### src/rtl/char_lcd_cursor_controller_assert.svh
// assertion macros for the character display cursor controller
// expects clk_i and rst_ni in the scope of the including module
`ifndef CHAR_LCD_CURSOR_CONTROLLER_ASSERT_SVH
`define CHAR_LCD_CURSOR_CONTROLLER_ASSERT_SVH

// same-cycle implication, off during reset
`define CLCD_ASSERT_NOW(lbl, ante, cons, msg) \
  lbl: assert property (@(posedge clk_i) disable iff (!rst_ni) (ante) |-> (cons)) \
    else $error(msg);

// next-cycle implication, off during reset
`define CLCD_ASSERT_NEXT(lbl, ante, cons, msg) \
  lbl: assert property (@(posedge clk_i) disable iff (!rst_ni) (ante) |=> (cons)) \
    else $error(msg);

`endif

### src/rtl/clcd_pkg.sv
// shared types and codes for the character display cursor controller
// no dependencies
package clcd_pkg;

  typedef enum logic {
    CMD_PUT  = 1'b0,
    CMD_GOTO = 1'b1
  } cmd_e;

  localparam logic [7:0] CH_BS       = 8'h08;
  localparam logic [7:0] CH_TAB      = 8'h09;
  localparam logic [7:0] CH_CR       = 8'h0D;
  localparam logic [7:0] CH_SPACE    = 8'h20;
  localparam logic [7:0] SET_ADDR    = 8'h80;

  localparam int unsigned FIELD_W    = 8;
  localparam int unsigned CURSOR_W   = 7;

endpackage

### src/rtl/char_lcd_cursor_controller.sv
// cursor controller for a rows x columns character display
// the first display write passes through the request register, then the result register
// throughput: one write per cycle while out_stall_i is low; a request issues one to three writes,
// set by its write count (goto/return/tab 1, char 2, backspace 3 off column 0, else 1)
// reset: cursor to row 0 column 0, both pipeline registers empty
// depends on clcd_pkg and char_lcd_cursor_controller_assert.svh
module char_lcd_cursor_controller #(
  parameter int unsigned COLUMNS    = 20,
  parameter int unsigned ROWS       = 4,
  parameter int unsigned ROW_STRIDE = 32
) (
  input  logic       clk_i,
  input  logic       rst_ni,
  input  logic       in_valid_i,
  output logic       in_stall_o,
  input  logic       cmd_i,
  input  logic [7:0] char_code_i,
  input  logic [7:0] target_row_i,
  input  logic [7:0] target_col_i,
  output logic       out_valid_o,
  input  logic       out_stall_i,
  output logic       is_data_o,
  output logic [7:0] bus_byte_o,
  output logic [6:0] cursor_now_o,
  output logic       last_o
);

  localparam int unsigned IN_MAX  = (1 << clcd_pkg::FIELD_W) - 1;
  localparam int unsigned IN_N    = IN_MAX + 1;
  localparam int unsigned COL_W   = $clog2(COLUMNS);
  localparam int unsigned ROW_W   = (ROWS > 1) ? $clog2(ROWS) : 1;
  localparam int unsigned QMAX    = IN_MAX / COLUMNS;
  localparam int unsigned Q_W     = $clog2(QMAX + 1);
  localparam int unsigned SMAX    = ROWS - 1 + QMAX;
  localparam int unsigned S_W     = $clog2(SMAX + 1);
  localparam int unsigned LIN_W   = $clog2(ROWS * COLUMNS);
  localparam int unsigned X_W     = LIN_W + clcd_pkg::CURSOR_W;
  localparam int unsigned A_W     = $clog2((ROWS - 1) * ROW_STRIDE + COLUMNS)
                                    + clcd_pkg::FIELD_W;
  localparam int unsigned TAB_COL = COLUMNS / 2;

  typedef logic [COL_W-1:0] col_tab_t [IN_N];
  typedef logic [Q_W-1:0]   quo_tab_t [IN_N];
  typedef logic [ROW_W-1:0] row_tab_t [IN_N];
  typedef logic [ROW_W-1:0] sum_tab_t [SMAX+1];

  // elaboration-time tables, built by counting with wrap
  function automatic col_tab_t build_col_mod();
    col_tab_t t;
    int unsigned c;
    c = 0;
    for (int unsigned i = 0; i < IN_N; i++) begin
      t[i] = COL_W'(c);
      c = (c == COLUMNS - 1) ? 0 : c + 1;
    end
    return t;
  endfunction

  function automatic quo_tab_t build_col_quo();
    quo_tab_t t;
    int unsigned c;
    int unsigned q;
    c = 0;
    q = 0;
    for (int unsigned i = 0; i < IN_N; i++) begin
      t[i] = Q_W'(q);
      if (c == COLUMNS - 1) begin
        c = 0;
        q = q + 1;
      end else begin
        c = c + 1;
      end
    end
    return t;
  endfunction

  function automatic row_tab_t build_row_mod();
    row_tab_t t;
    int unsigned r;
    r = 0;
    for (int unsigned i = 0; i < IN_N; i++) begin
      t[i] = ROW_W'(r);
      r = (r == ROWS - 1) ? 0 : r + 1;
    end
    return t;
  endfunction

  function automatic sum_tab_t build_sum_mod();
    sum_tab_t t;
    int unsigned r;
    r = 0;
    for (int unsigned i = 0; i <= SMAX; i++) begin
      t[i] = ROW_W'(r);
      r = (r == ROWS - 1) ? 0 : r + 1;
    end
    return t;
  endfunction

  localparam col_tab_t COL_MOD = build_col_mod();
  localparam quo_tab_t COL_QUO = build_col_quo();
  localparam row_tab_t ROW_MOD = build_row_mod();
  localparam sum_tab_t SUM_MOD = build_sum_mod();

  // request register
  logic               item_valid_q, item_valid_d;
  clcd_pkg::cmd_e     cmd_q;
  logic [7:0]         char_q;
  logic [COL_W-1:0]   gcol_q;
  logic [S_W-1:0]     gsum_q;
  logic [1:0]         seq_q, seq_d;

  // cursor
  logic [ROW_W-1:0]   row_q, row_d;
  logic [COL_W-1:0]   col_q, col_d;

  // result register
  logic               out_valid_q, out_valid_d;
  logic               is_data_q, is_data_d;
  logic [7:0]         bus_q, bus_d;
  logic [6:0]         cur_now_q, cur_now_d;
  logic               last_q, last_d;

  logic               in_take;
  logic               out_free;
  logic               emit;
  logic               done;
  logic               is_goto, is_cr, is_bs, is_tab, is_print, bs_move;
  logic               col_last, row_last;
  logic [ROW_W-1:0]   row_next;
  logic [ROW_W-1:0]   row_n;
  logic [COL_W-1:0]   col_n;
  logic [1:0]         n_items;
  logic               last_k;
  logic [X_W-1:0]     lin_old, lin_new;
  logic [A_W-1:0]     addr_new;

  assign out_free   = !out_valid_q || !out_stall_i;
  assign emit       = item_valid_q && out_free;
  assign done       = emit && last_k;
  assign in_stall_o = item_valid_q && !done;
  assign in_take    = in_valid_i && !in_stall_o;

  // request decode
  assign is_goto  = (cmd_q == clcd_pkg::CMD_GOTO);
  assign is_cr    = !is_goto && (char_q == clcd_pkg::CH_CR);
  assign is_bs    = !is_goto && (char_q == clcd_pkg::CH_BS);
  assign is_tab   = !is_goto && (char_q == clcd_pkg::CH_TAB);
  assign is_print = !is_goto && !is_cr && !is_bs && !is_tab;
  assign bs_move  = is_bs && (col_q != '0);

  assign col_last = (col_q == COL_W'(COLUMNS - 1));
  assign row_last = (row_q == ROW_W'(ROWS - 1));
  assign row_next = row_last ? '0 : row_q + ROW_W'(1);

  // next cursor position
  always_comb begin
    row_n = row_q;
    col_n = col_q;
    if (is_goto) begin
      row_n = SUM_MOD[gsum_q];
      col_n = gcol_q;
    end else if (is_print) begin
      if (col_last) begin
        row_n = row_next;
        col_n = '0;
      end else begin
        col_n = col_q + COL_W'(1);
      end
    end else if (is_cr) begin
      row_n = row_next;
      col_n = '0;
    end else if (is_bs) begin
      if (bs_move) begin
        col_n = col_q - COL_W'(1);
      end
    end else begin
      if (row_last && (col_q >= COL_W'(TAB_COL))) begin
        row_n = '0;
        col_n = '0;
      end else if (col_q < COL_W'(TAB_COL)) begin
        col_n = COL_W'(TAB_COL);
      end else begin
        row_n = row_next;
        col_n = '0;
      end
    end
  end

  always_comb begin
    if (is_print) begin
      n_items = 2'd2;
    end else if (bs_move) begin
      n_items = 2'd3;
    end else begin
      n_items = 2'd1;
    end
  end

  assign last_k   = (seq_q == n_items - 2'd1);
  assign lin_old  = X_W'(row_q) * X_W'(COLUMNS) + X_W'(col_q);
  assign lin_new  = X_W'(row_n) * X_W'(COLUMNS) + X_W'(col_n);
  assign addr_new = A_W'(row_n) * A_W'(ROW_STRIDE) + A_W'(col_n);

  // write selection for the current step
  always_comb begin
    is_data_d = 1'b0;
    bus_d     = clcd_pkg::SET_ADDR | addr_new[7:0];
    cur_now_d = lin_new[6:0];
    last_d    = last_k;
    if (is_print && (seq_q == 2'd0)) begin
      is_data_d = 1'b1;
      bus_d     = char_q;
      cur_now_d = lin_old[6:0];
    end else if (bs_move && (seq_q == 2'd1)) begin
      is_data_d = 1'b1;
      bus_d     = clcd_pkg::CH_SPACE;
    end
  end

  assign item_valid_d = in_take || (item_valid_q && !done);
  assign out_valid_d  = emit || (out_valid_q && out_stall_i);
  assign row_d        = done ? row_n : row_q;
  assign col_d        = done ? col_n : col_q;

  always_comb begin
    seq_d = seq_q;
    if (done) begin
      seq_d = 2'd0;
    end else if (emit) begin
      seq_d = seq_q + 2'd1;
    end
  end

  always_ff @(posedge clk_i or negedge rst_ni) begin
    if (!rst_ni) begin
      item_valid_q <= 1'b0;
      out_valid_q  <= 1'b0;
      seq_q        <= 2'd0;
      row_q        <= '0;
      col_q        <= '0;
    end else begin
      item_valid_q <= item_valid_d;
      out_valid_q  <= out_valid_d;
      seq_q        <= seq_d;
      row_q        <= row_d;
      col_q        <= col_d;
    end
  end

  // goto folding starts here: column split and row partial sum
  always_ff @(posedge clk_i) begin
    if (in_take) begin
      cmd_q  <= clcd_pkg::cmd_e'(cmd_i);
      char_q <= char_code_i;
      gcol_q <= COL_MOD[target_col_i];
      gsum_q <= S_W'(ROW_MOD[target_row_i]) + S_W'(COL_QUO[target_col_i]);
    end
  end

  always_ff @(posedge clk_i) begin
    if (emit) begin
      is_data_q <= is_data_d;
      bus_q     <= bus_d;
      cur_now_q <= cur_now_d;
      last_q    <= last_d;
    end
  end

  assign out_valid_o  = out_valid_q;
  assign is_data_o    = is_data_q;
  assign bus_byte_o   = bus_q;
  assign cursor_now_o = cur_now_q;
  assign last_o       = last_q;

`include "char_lcd_cursor_controller_assert.svh"

  `CLCD_ASSERT_NOW(a_cursor_range, 1'b1,
    (row_q <= ROW_W'(ROWS - 1)) && (col_q <= COL_W'(COLUMNS - 1)),
    "cursor outside display")
  `CLCD_ASSERT_NOW(a_seq_range, item_valid_q, seq_q < n_items,
    "write step beyond request's write count")
  `CLCD_ASSERT_NEXT(a_emit_shows, emit, out_valid_q && (last_q == $past(last_k)),
    "issued write not held in result register")
  `CLCD_ASSERT_NEXT(a_cursor_hold, !done, $stable(row_q) && $stable(col_q),
    "cursor moved without finishing a request")

endmodule
### config.mk
export PLATFORM = sky130hd
export DESIGN_NAME = char_lcd_cursor_controller
export DESIGN_NICKNAME = d
export VERILOG_FILES = /design/src/rtl/clcd_pkg.sv /design/src/rtl/char_lcd_cursor_controller.sv
export VERILOG_INCLUDE_DIRS = /design/src /design/src/rtl
export SDC_FILE = /design/constraint.sdc
export NUM_CORES = 1
export LEC_CHECK = 0
export BUFFER_PORTS_ARGS = -buffer_cell sky130_fd_sc_hd__buf_2
export CORE_UTILIZATION = 45
export DETAILED_ROUTE_END_ITERATION = 10
export GPL_TIMING_DRIVEN = 0
export PLACE_DENSITY = 0.66
export SLEW_MARGIN = 20
export SYNTH_ARGS = -nofsm -noshare
export SYNTH_HDL_FRONTEND = slang
export SYNTH_SLANG_ARGS = --single-unit
### constraint.sdc
create_clock -name clk_i -period 3.35 [get_ports clk_i]
set_input_delay 0.67 -clock clk_i [delete_from_list [all_inputs] [get_ports clk_i]]
set_output_delay 0.67 -clock clk_i [all_outputs]
set_load 0.05 [all_outputs]
Yosys cells after proc, flatten, opt, wreduce, memory -nomap -nowiden:

Memory sizes are Yosys's and may differ from the RTL's. A register that Yosys moved wholly into a read port is not among the register bits.
Index checks and enable logic that the tools add are counted.

* memories kept: 4
* memory bits (read-only): 2848
* word-level logic and storage cells: 101
* bits of input ports: 29
* register bits: 41
* latch bits: 0
* output and inout port bits: 19
* bits in writable memories: 0

* reductions and logical operators: 29
* divide/modulo/power cells: 0
* bitwise logic cells: 3
* multiply operators: 2
* add/sub/neg operators: 9
* magnitude comparators: 5
* shift-type cells: 0
* mux-type cells: 30
* eq/ne operators: 7

Memory list
* (no name shown): depth 256, bits a word 5, read ports 1, clocked after Yosys merged registers in 1, wr ports 0, RTL line char_lcd_cursor_controller.sv:255 `gcol_q <= COL_MOD[target_col_i];`
* (no name shown): depth 256, bits a word 4, read ports 1, clocked after Yosys merged registers in 0, wr ports 0, RTL line char_lcd_cursor_controller.sv:256 `gsum_q <= S_W'(ROW_MOD[target_row_i]) + S_W'(COL_QUO[target_col_i]);`
* (no name shown): depth 256, bits a word 2, read ports 1, clocked after Yosys merged registers in 0, wr ports 0, RTL line char_lcd_cursor_controller.sv:256
* (no name shown): depth 16, bits a word 2, read ports 1, clocked after Yosys merged registers in 0, wr ports 0, RTL line char_lcd_cursor_controller.sv:160 `row_n = SUM_MOD[gsum_q];`

Operator list (number)
* two-way mux 2 bit: 16
* two-way mux 5 bit: 6
* == test 8 x 4 -> 1 bit, second input constant: 3
* adder 7 x 5 -> 7 bit: 3
* greater-or-equal comparator 9 bit, second input constant: 2
* NOT 8 -> 9 bit: 2
* two-way mux 4 bit: 4
* two-way mux 8 bit: 2
* logical AND 1 bit: 15
* multiplier 2 x 3 -> 5 bit, second input constant: 2
* zero test 1 bit: 8
* two-way mux 7 bit: 1
* adder 5 x 1 -> 5 bit, second input constant: 1
* == test 5 bit, second input constant: 1
* greater-or-equal comparator 5 x 4 -> 1 bit, second input constant: 1
* greater-or-equal comparator 5 bit, second input constant: 1
* < comparator 5 x 4 -> 1 bit, second input constant: 1
* NOT 4 -> 5 bit: 1
* nonzero test 5 bit: 1
* subtractor 5 x 1 -> 5 bit, second input constant: 1
* adder 2 x 1 -> 2 bit, second input constant: 2
* adder 2 x 4 -> 4 bit: 1
* logical OR 1 bit: 3
* == test 2 x 1 -> 1 bit, second input constant: 1
* other kinds (6): 6

Depth between registers and ports, before layout:

* depth in word-level cells: 15
* mapped depth: 14
* depth with buffers taken out: 14

Worst setup path after synthesis:

OpenSTA, ideal clock, no wires.

* path type: register to register
* start: register col_q[1]
* end: register char_q[0], enable pin
* cell stages (with the launch flop): 10
* required time: 2.960 ns
* arrival time: 3.259 ns
* path slack: -0.299 ns
* buffers on the path: 1
* setup time: 0.390 ns
* period minus slack after synthesis: 3.649 ns
* path through: dfrtp_1 > clkbuf_1 > inv_1 > ha_1 > nor4b_1 > nor4_4 > xnor2_1 > or3_1 > and2_1 > nor2b_1

* cells in the longest elaborated chain, start to end: 11

RTL lines
* from (decl): RTL line char_lcd_cursor_controller.sv:114 `logic [COL_W-1:0] col_q, col_d;`
* from (signal assigned): RTL line char_lcd_cursor_controller.sv:246 `col_q <= col_d;`
* nonzero test 5 bit: RTL line char_lcd_cursor_controller.sv:149 `assign bs_move = is_bs && (col_q != '0);`
* logical AND 1 bit: RTL line char_lcd_cursor_controller.sv:149
* two-way mux 2 bit: RTL line char_lcd_cursor_controller.sv:192 `end else if (bs_move) begin`
* two-way mux 2 bit: RTL line char_lcd_cursor_controller.sv:190 `if (is_print) begin`
* subtractor 2 x 1 -> 2 bit: RTL line char_lcd_cursor_controller.sv:199 `assign last_k = (seq_q == n_items - 2'd1);`
* == test 2 bit: RTL line char_lcd_cursor_controller.sv:199
* logical AND 1 bit: RTL line char_lcd_cursor_controller.sv:139 `assign done = emit && last_k;`
* zero test 1 bit: RTL line char_lcd_cursor_controller.sv:140 `assign in_stall_o = item_valid_q && !done;`
* logical AND 1 bit: RTL line char_lcd_cursor_controller.sv:140
* via in_stall_o: RTL line char_lcd_cursor_controller.sv:15 `output logic in_stall_o,`
* zero test 1 bit: RTL line char_lcd_cursor_controller.sv:141 `assign in_take = in_valid_i && !in_stall_o;`
* logical AND 1 bit: RTL line char_lcd_cursor_controller.sv:141
* via in_take: RTL line char_lcd_cursor_controller.sv:123 `logic in_take;`
* to (signal assigned): RTL line char_lcd_cursor_controller.sv:254 `char_q <= char_code_i;`
* to (decl): RTL line char_lcd_cursor_controller.sv:107 `logic [7:0] char_q;`

The timed path passes the listed nets, and every way through them passes these cells.
A chain may end at the register's enable or synchronous reset.

Worst setup path in the final report:

* start: register char_q[5]
* end: output port in_stall_o

* cells in the longest elaborated chain, start to end: 12
* elaborated cells between the ends (all ways): 20
* classes of those cells: add/sub: 1; eq/ne: 4; mux: 2; reduce/logical: 13

RTL lines
* == test 8 x 4 -> 1 bit: RTL line char_lcd_cursor_controller.sv:145 `assign is_cr = !is_goto && (char_q == clcd_pkg::CH_CR);`
* logical AND 1 bit: RTL line char_lcd_cursor_controller.sv:145
* zero test 1 bit: RTL line char_lcd_cursor_controller.sv:148 `assign is_print = !is_goto && !is_cr && !is_bs && !is_tab;`
* logical AND 1 bit (3 in a row): RTL line char_lcd_cursor_controller.sv:148
* two-way mux 2 bit *: RTL line char_lcd_cursor_controller.sv:190
* subtractor 2 x 1 -> 2 bit *: RTL line char_lcd_cursor_controller.sv:199
* == test 2 bit *: RTL line char_lcd_cursor_controller.sv:199
* logical AND 1 bit *: RTL line char_lcd_cursor_controller.sv:139
* zero test 1 bit *: RTL line char_lcd_cursor_controller.sv:140
* logical AND 1 bit *: RTL line char_lcd_cursor_controller.sv:140
* to (decl): RTL line char_lcd_cursor_controller.sv:15

Mark *: on every way between the ends. The rest lies on a longest branch, timed or not.

==> results.py <==
metrics = {
    "critical_path": {
        "critPathRequiredTime_ns": 2.68,
        "path_buf_inv": 1,
        "end_kind": "primary output",
        "rr_endpoint": "cursor_now_o[5]",
        "ff2ff_path_depth": 11,
        "r2r_setup_slack_ns": 0.18,
        "path_cells": "or4b_4, nor4_4, xnor2_1, or3_1, and2_1, clkbuf_4",
        "crit_slowest_cell": "or4b_4",
        "reg2reg_from": "char_q[5]",
        "critPathKind": "flip-flop to primary output",
        "worstSetupPathDepth": 6,
        "arrival_ns": 2.60,
        "worstPathMaxFanout": 5,
        "max_stage_delay_ns": 0.60,
        "cp_top_family": "simple AND/OR/NAND/NOR gates",
        "startpoint_type": "flip-flop",
    },
    "timing": {
        "slew_headroom": 0.459,
        "tightest_slew_ns": 0.808,
        "setup_viol": 0,
        "finalClockSkew_ns": 0.00441,
        "fmax_ghz": 0.306,
        "min_period_ns": 3.27,
        "hold_viol_final": 0,
        "slew_viol_final": 0,
        "worst_slack_ns": 0.0818,
        "period_share": 0.976,
    },
    "die": {
        "die_area_mm2": 0.00707,
        "die_h_um": 84.1,
        "die_x_um": 84.1,
        "core_area_mm2": 0.00642,
        "row_count": 29,
        "start_util": 0.472,
        "ios": 48,
    },
    "power_and_ir_drop": {
        "irDropWorstVdd_mv": 0.276,
        "p_leak_nw": 1.48,
        "p_per_area_mw_per_mm2": 898,
    },
    "yosys": {
        "ys_types": 54,
        "synth-edff-count": 33,
        "netlist_top_cells_count": "38 x nand2_1, 33 x edfxtp_1, 27 x o21ai_0",
        "ys_ff_latch": 44,
        "syn_area_mm2": 0.00303,
        "yosys_warnings": 0,
        "synth_top_area_frac": 0.327,
        "avgSynthCellArea_um2": 9.56,
        "synth.most_common_cell": "nand2_1",
        "synth-seq-area-share": 0.418,
        "async_flop_share": 0.250,
        "synth-main-ff-cell": "edfxtp_1",
        "yosys.area.top_type": "edfxtp_1",
        "syn_inst": 317,
        "synth_nets": 366,
        "ys_top_cells_by_area": "edfxtp_1 33%, dfrtp_1 9.1%, ha_1 7.4%",
    },
    "place": {
        "gp_congestion": 0.904,
        "hpwlAfterDp_um": 5070,
        "post_dp_cell_area_mm2": 0.00333,
        "pre_cts_ws_ns": -0.359,
        "io_buffers": 39,
    },
    "cells_and_area": {
        "nNetsFinal": 419,
        "fin_area_mm2": 0.00358,
        "fillers": 587,
        "drive_gt1_frac": 0.221,
        "seq_area_mm2": 0.00127,
        "diodes": 0,
        "multi_input_area_mm2": 0.00169,
        "area_growth_pct": 18.2,
    },
    "clock_network": {
        "htreeDepth": 2,
        "ctsRootBufferMaster": "clkbuf_8",
        "tritoncts": "yes",
        "cts_buffers": 5,
        "cts_sinks": 44,
        "cts_hold_buf": 0,
        "clockBufferDepth": 2,
        "clk_latency_ns": 0.30,
        "clk_pin_slew_worst_paths_ns": 0.09,
    },
    "status": {
        "violations": "DRC",
        "outcome": "finished with violations",
    },
    "detailed_routing": {
        "ant_nets": 0,
        "routed-via-count": 2516,
        "firstDrtPassIters": 7,
        "routedWlPerCell_um": 15.4,
        "routed_via_density": 5.62,
        "wirelength_um": 6890,
        "drtIter0Drc": 151,
        "drc": 10,
    },
    "global_route": {
        "grt_pass1_vias": 2402,
        "grt_max_degree": 21,
        "grt_pass1_wl_um": 11400,
        "antenna_found_initial": 0,
        "grt_overflow": 0,
        "grt.total_usage": 0.203,
    },
    "hold_path": {
        "hold_path.class": "input port to asynchronous set/reset pin",
    },
    "flow_run": {
        "max_cap_viol_count": 0,
    },
}
[report_power, final]
part | switching (W) | total (W) | internal, W
clock | 0.000201 | 0.000426 | 0.000225
sequential | 0.000125 | 0.000983 | 0.000859
combinational | 0.00116 | 0.00181 | 0.000649
[how the worst max path moves through the flow]
stage,startpoint,endpoint,slack [ns]
2_1_floorplan,char_q[1],cursor_now_o[5],0.07
3_3_place_gp,char_q[1],cursor_now_o[5],-0.33
3_5_place_dp,char_q[1],cursor_now_o[5],-0.36
4_1_cts,char_q[1],in_stall_o,0.0005
5_1_grt,col_q[1],in_stall_o,-0.02
6_report,char_q[5],in_stall_o,0.08
[kinds of logic (layout without fill, tap and decap cells)]
| group | Yosys count | count (layout) | share of synthesized area |
|---|---|---|---|
| mux | 14 | 14 | 0.0582 |
| xor+xnor | 11 | 11 | 0.0318 |
| flops | 44 | 44 | 0.418 |
| buf+inv | 40 | 94 | 0.0500 |
| fa+ha+maj | 20 | 20 | 0.0875 |
| compound gates | 91 | 91 | 0.194 |
| simple gates | 97 | 97 | 0.161 |
[routing by layer]
layer | global-route usage | wire [um] | up-vias
li1 | - | - | 1249
met1 | 0.259 | 2980 | 1184
met2 | 0.349 | 3490 | 71
met3 | 0.0277 | 250 | 12
met4 | 0.0752 | 165 | 0
met5 | 0 | 0 | -
[layout make-up]
class,count,area share
well taps,77,0.0269
flip-flops and latches,44,0.354
inverters,20,0.0210
multi-input cells,233,0.471
clock inverters,3,0.0129
clock buffers,5,0.0192
repair buffers,49,0.0762
plain buffers,17,0.0185
[through the flow]
stage	total power (W)	TNS (ns)	cells	hold WS [ns]	utilization
4_1_cts	0.00316	0	440	0.234	0.540
5_1_grt	0.00344	-0.0296	448	0.242	0.558
3_3_place_gp	0.00267	-0.388	433	0.458	0.519
6_report	0.00322	0	448	0.220	0.558
3_5_place_dp	0.00270	-0.511	433	0.471	0.519
2_1_floorplan	0.00233	0	317	0.374	-
[flip-flops by register name (all words and copies together) (netlist names)]
signal,flops
bus_byte_o,8
seq_q,2
col_q,5
row_q,2
is_data_o,1
gcol_q,5
cursor_now_o,7
cmd_q,1
out_valid_o,1
gsum_q,2
char_q,8
item_valid_q,1
last_o,1
[cell usage in the layout, fill, tap and decap left out, types with 4 or more instances in the layout]
cell type  count
o211ai_1       5
or3_1          4
a21oi_1       19
buf_4         10
a21o_1         5
clkbuf_1      13
nor2_1        21
o21ai_0       27
a22o_1         6
dfrtp_1       10
nand2_1       38
xnor2_1        9
mux2i_1        6
clkbuf_8       5
ha_1          18
edfxtp_1      33
buf_2         39
o22ai_1        4
mux2_4         4
nand2b_1       7
inv_1         20
[repair_timing]
action | CTS | global route
pin swaps | 1 | 5
setup endpoints to repair | 19 | 3
cloned | 0 | 0
setup buffers | 0 | 10
gates resized for setup | 6 | 9
Power figures use the tool's default switching activity.
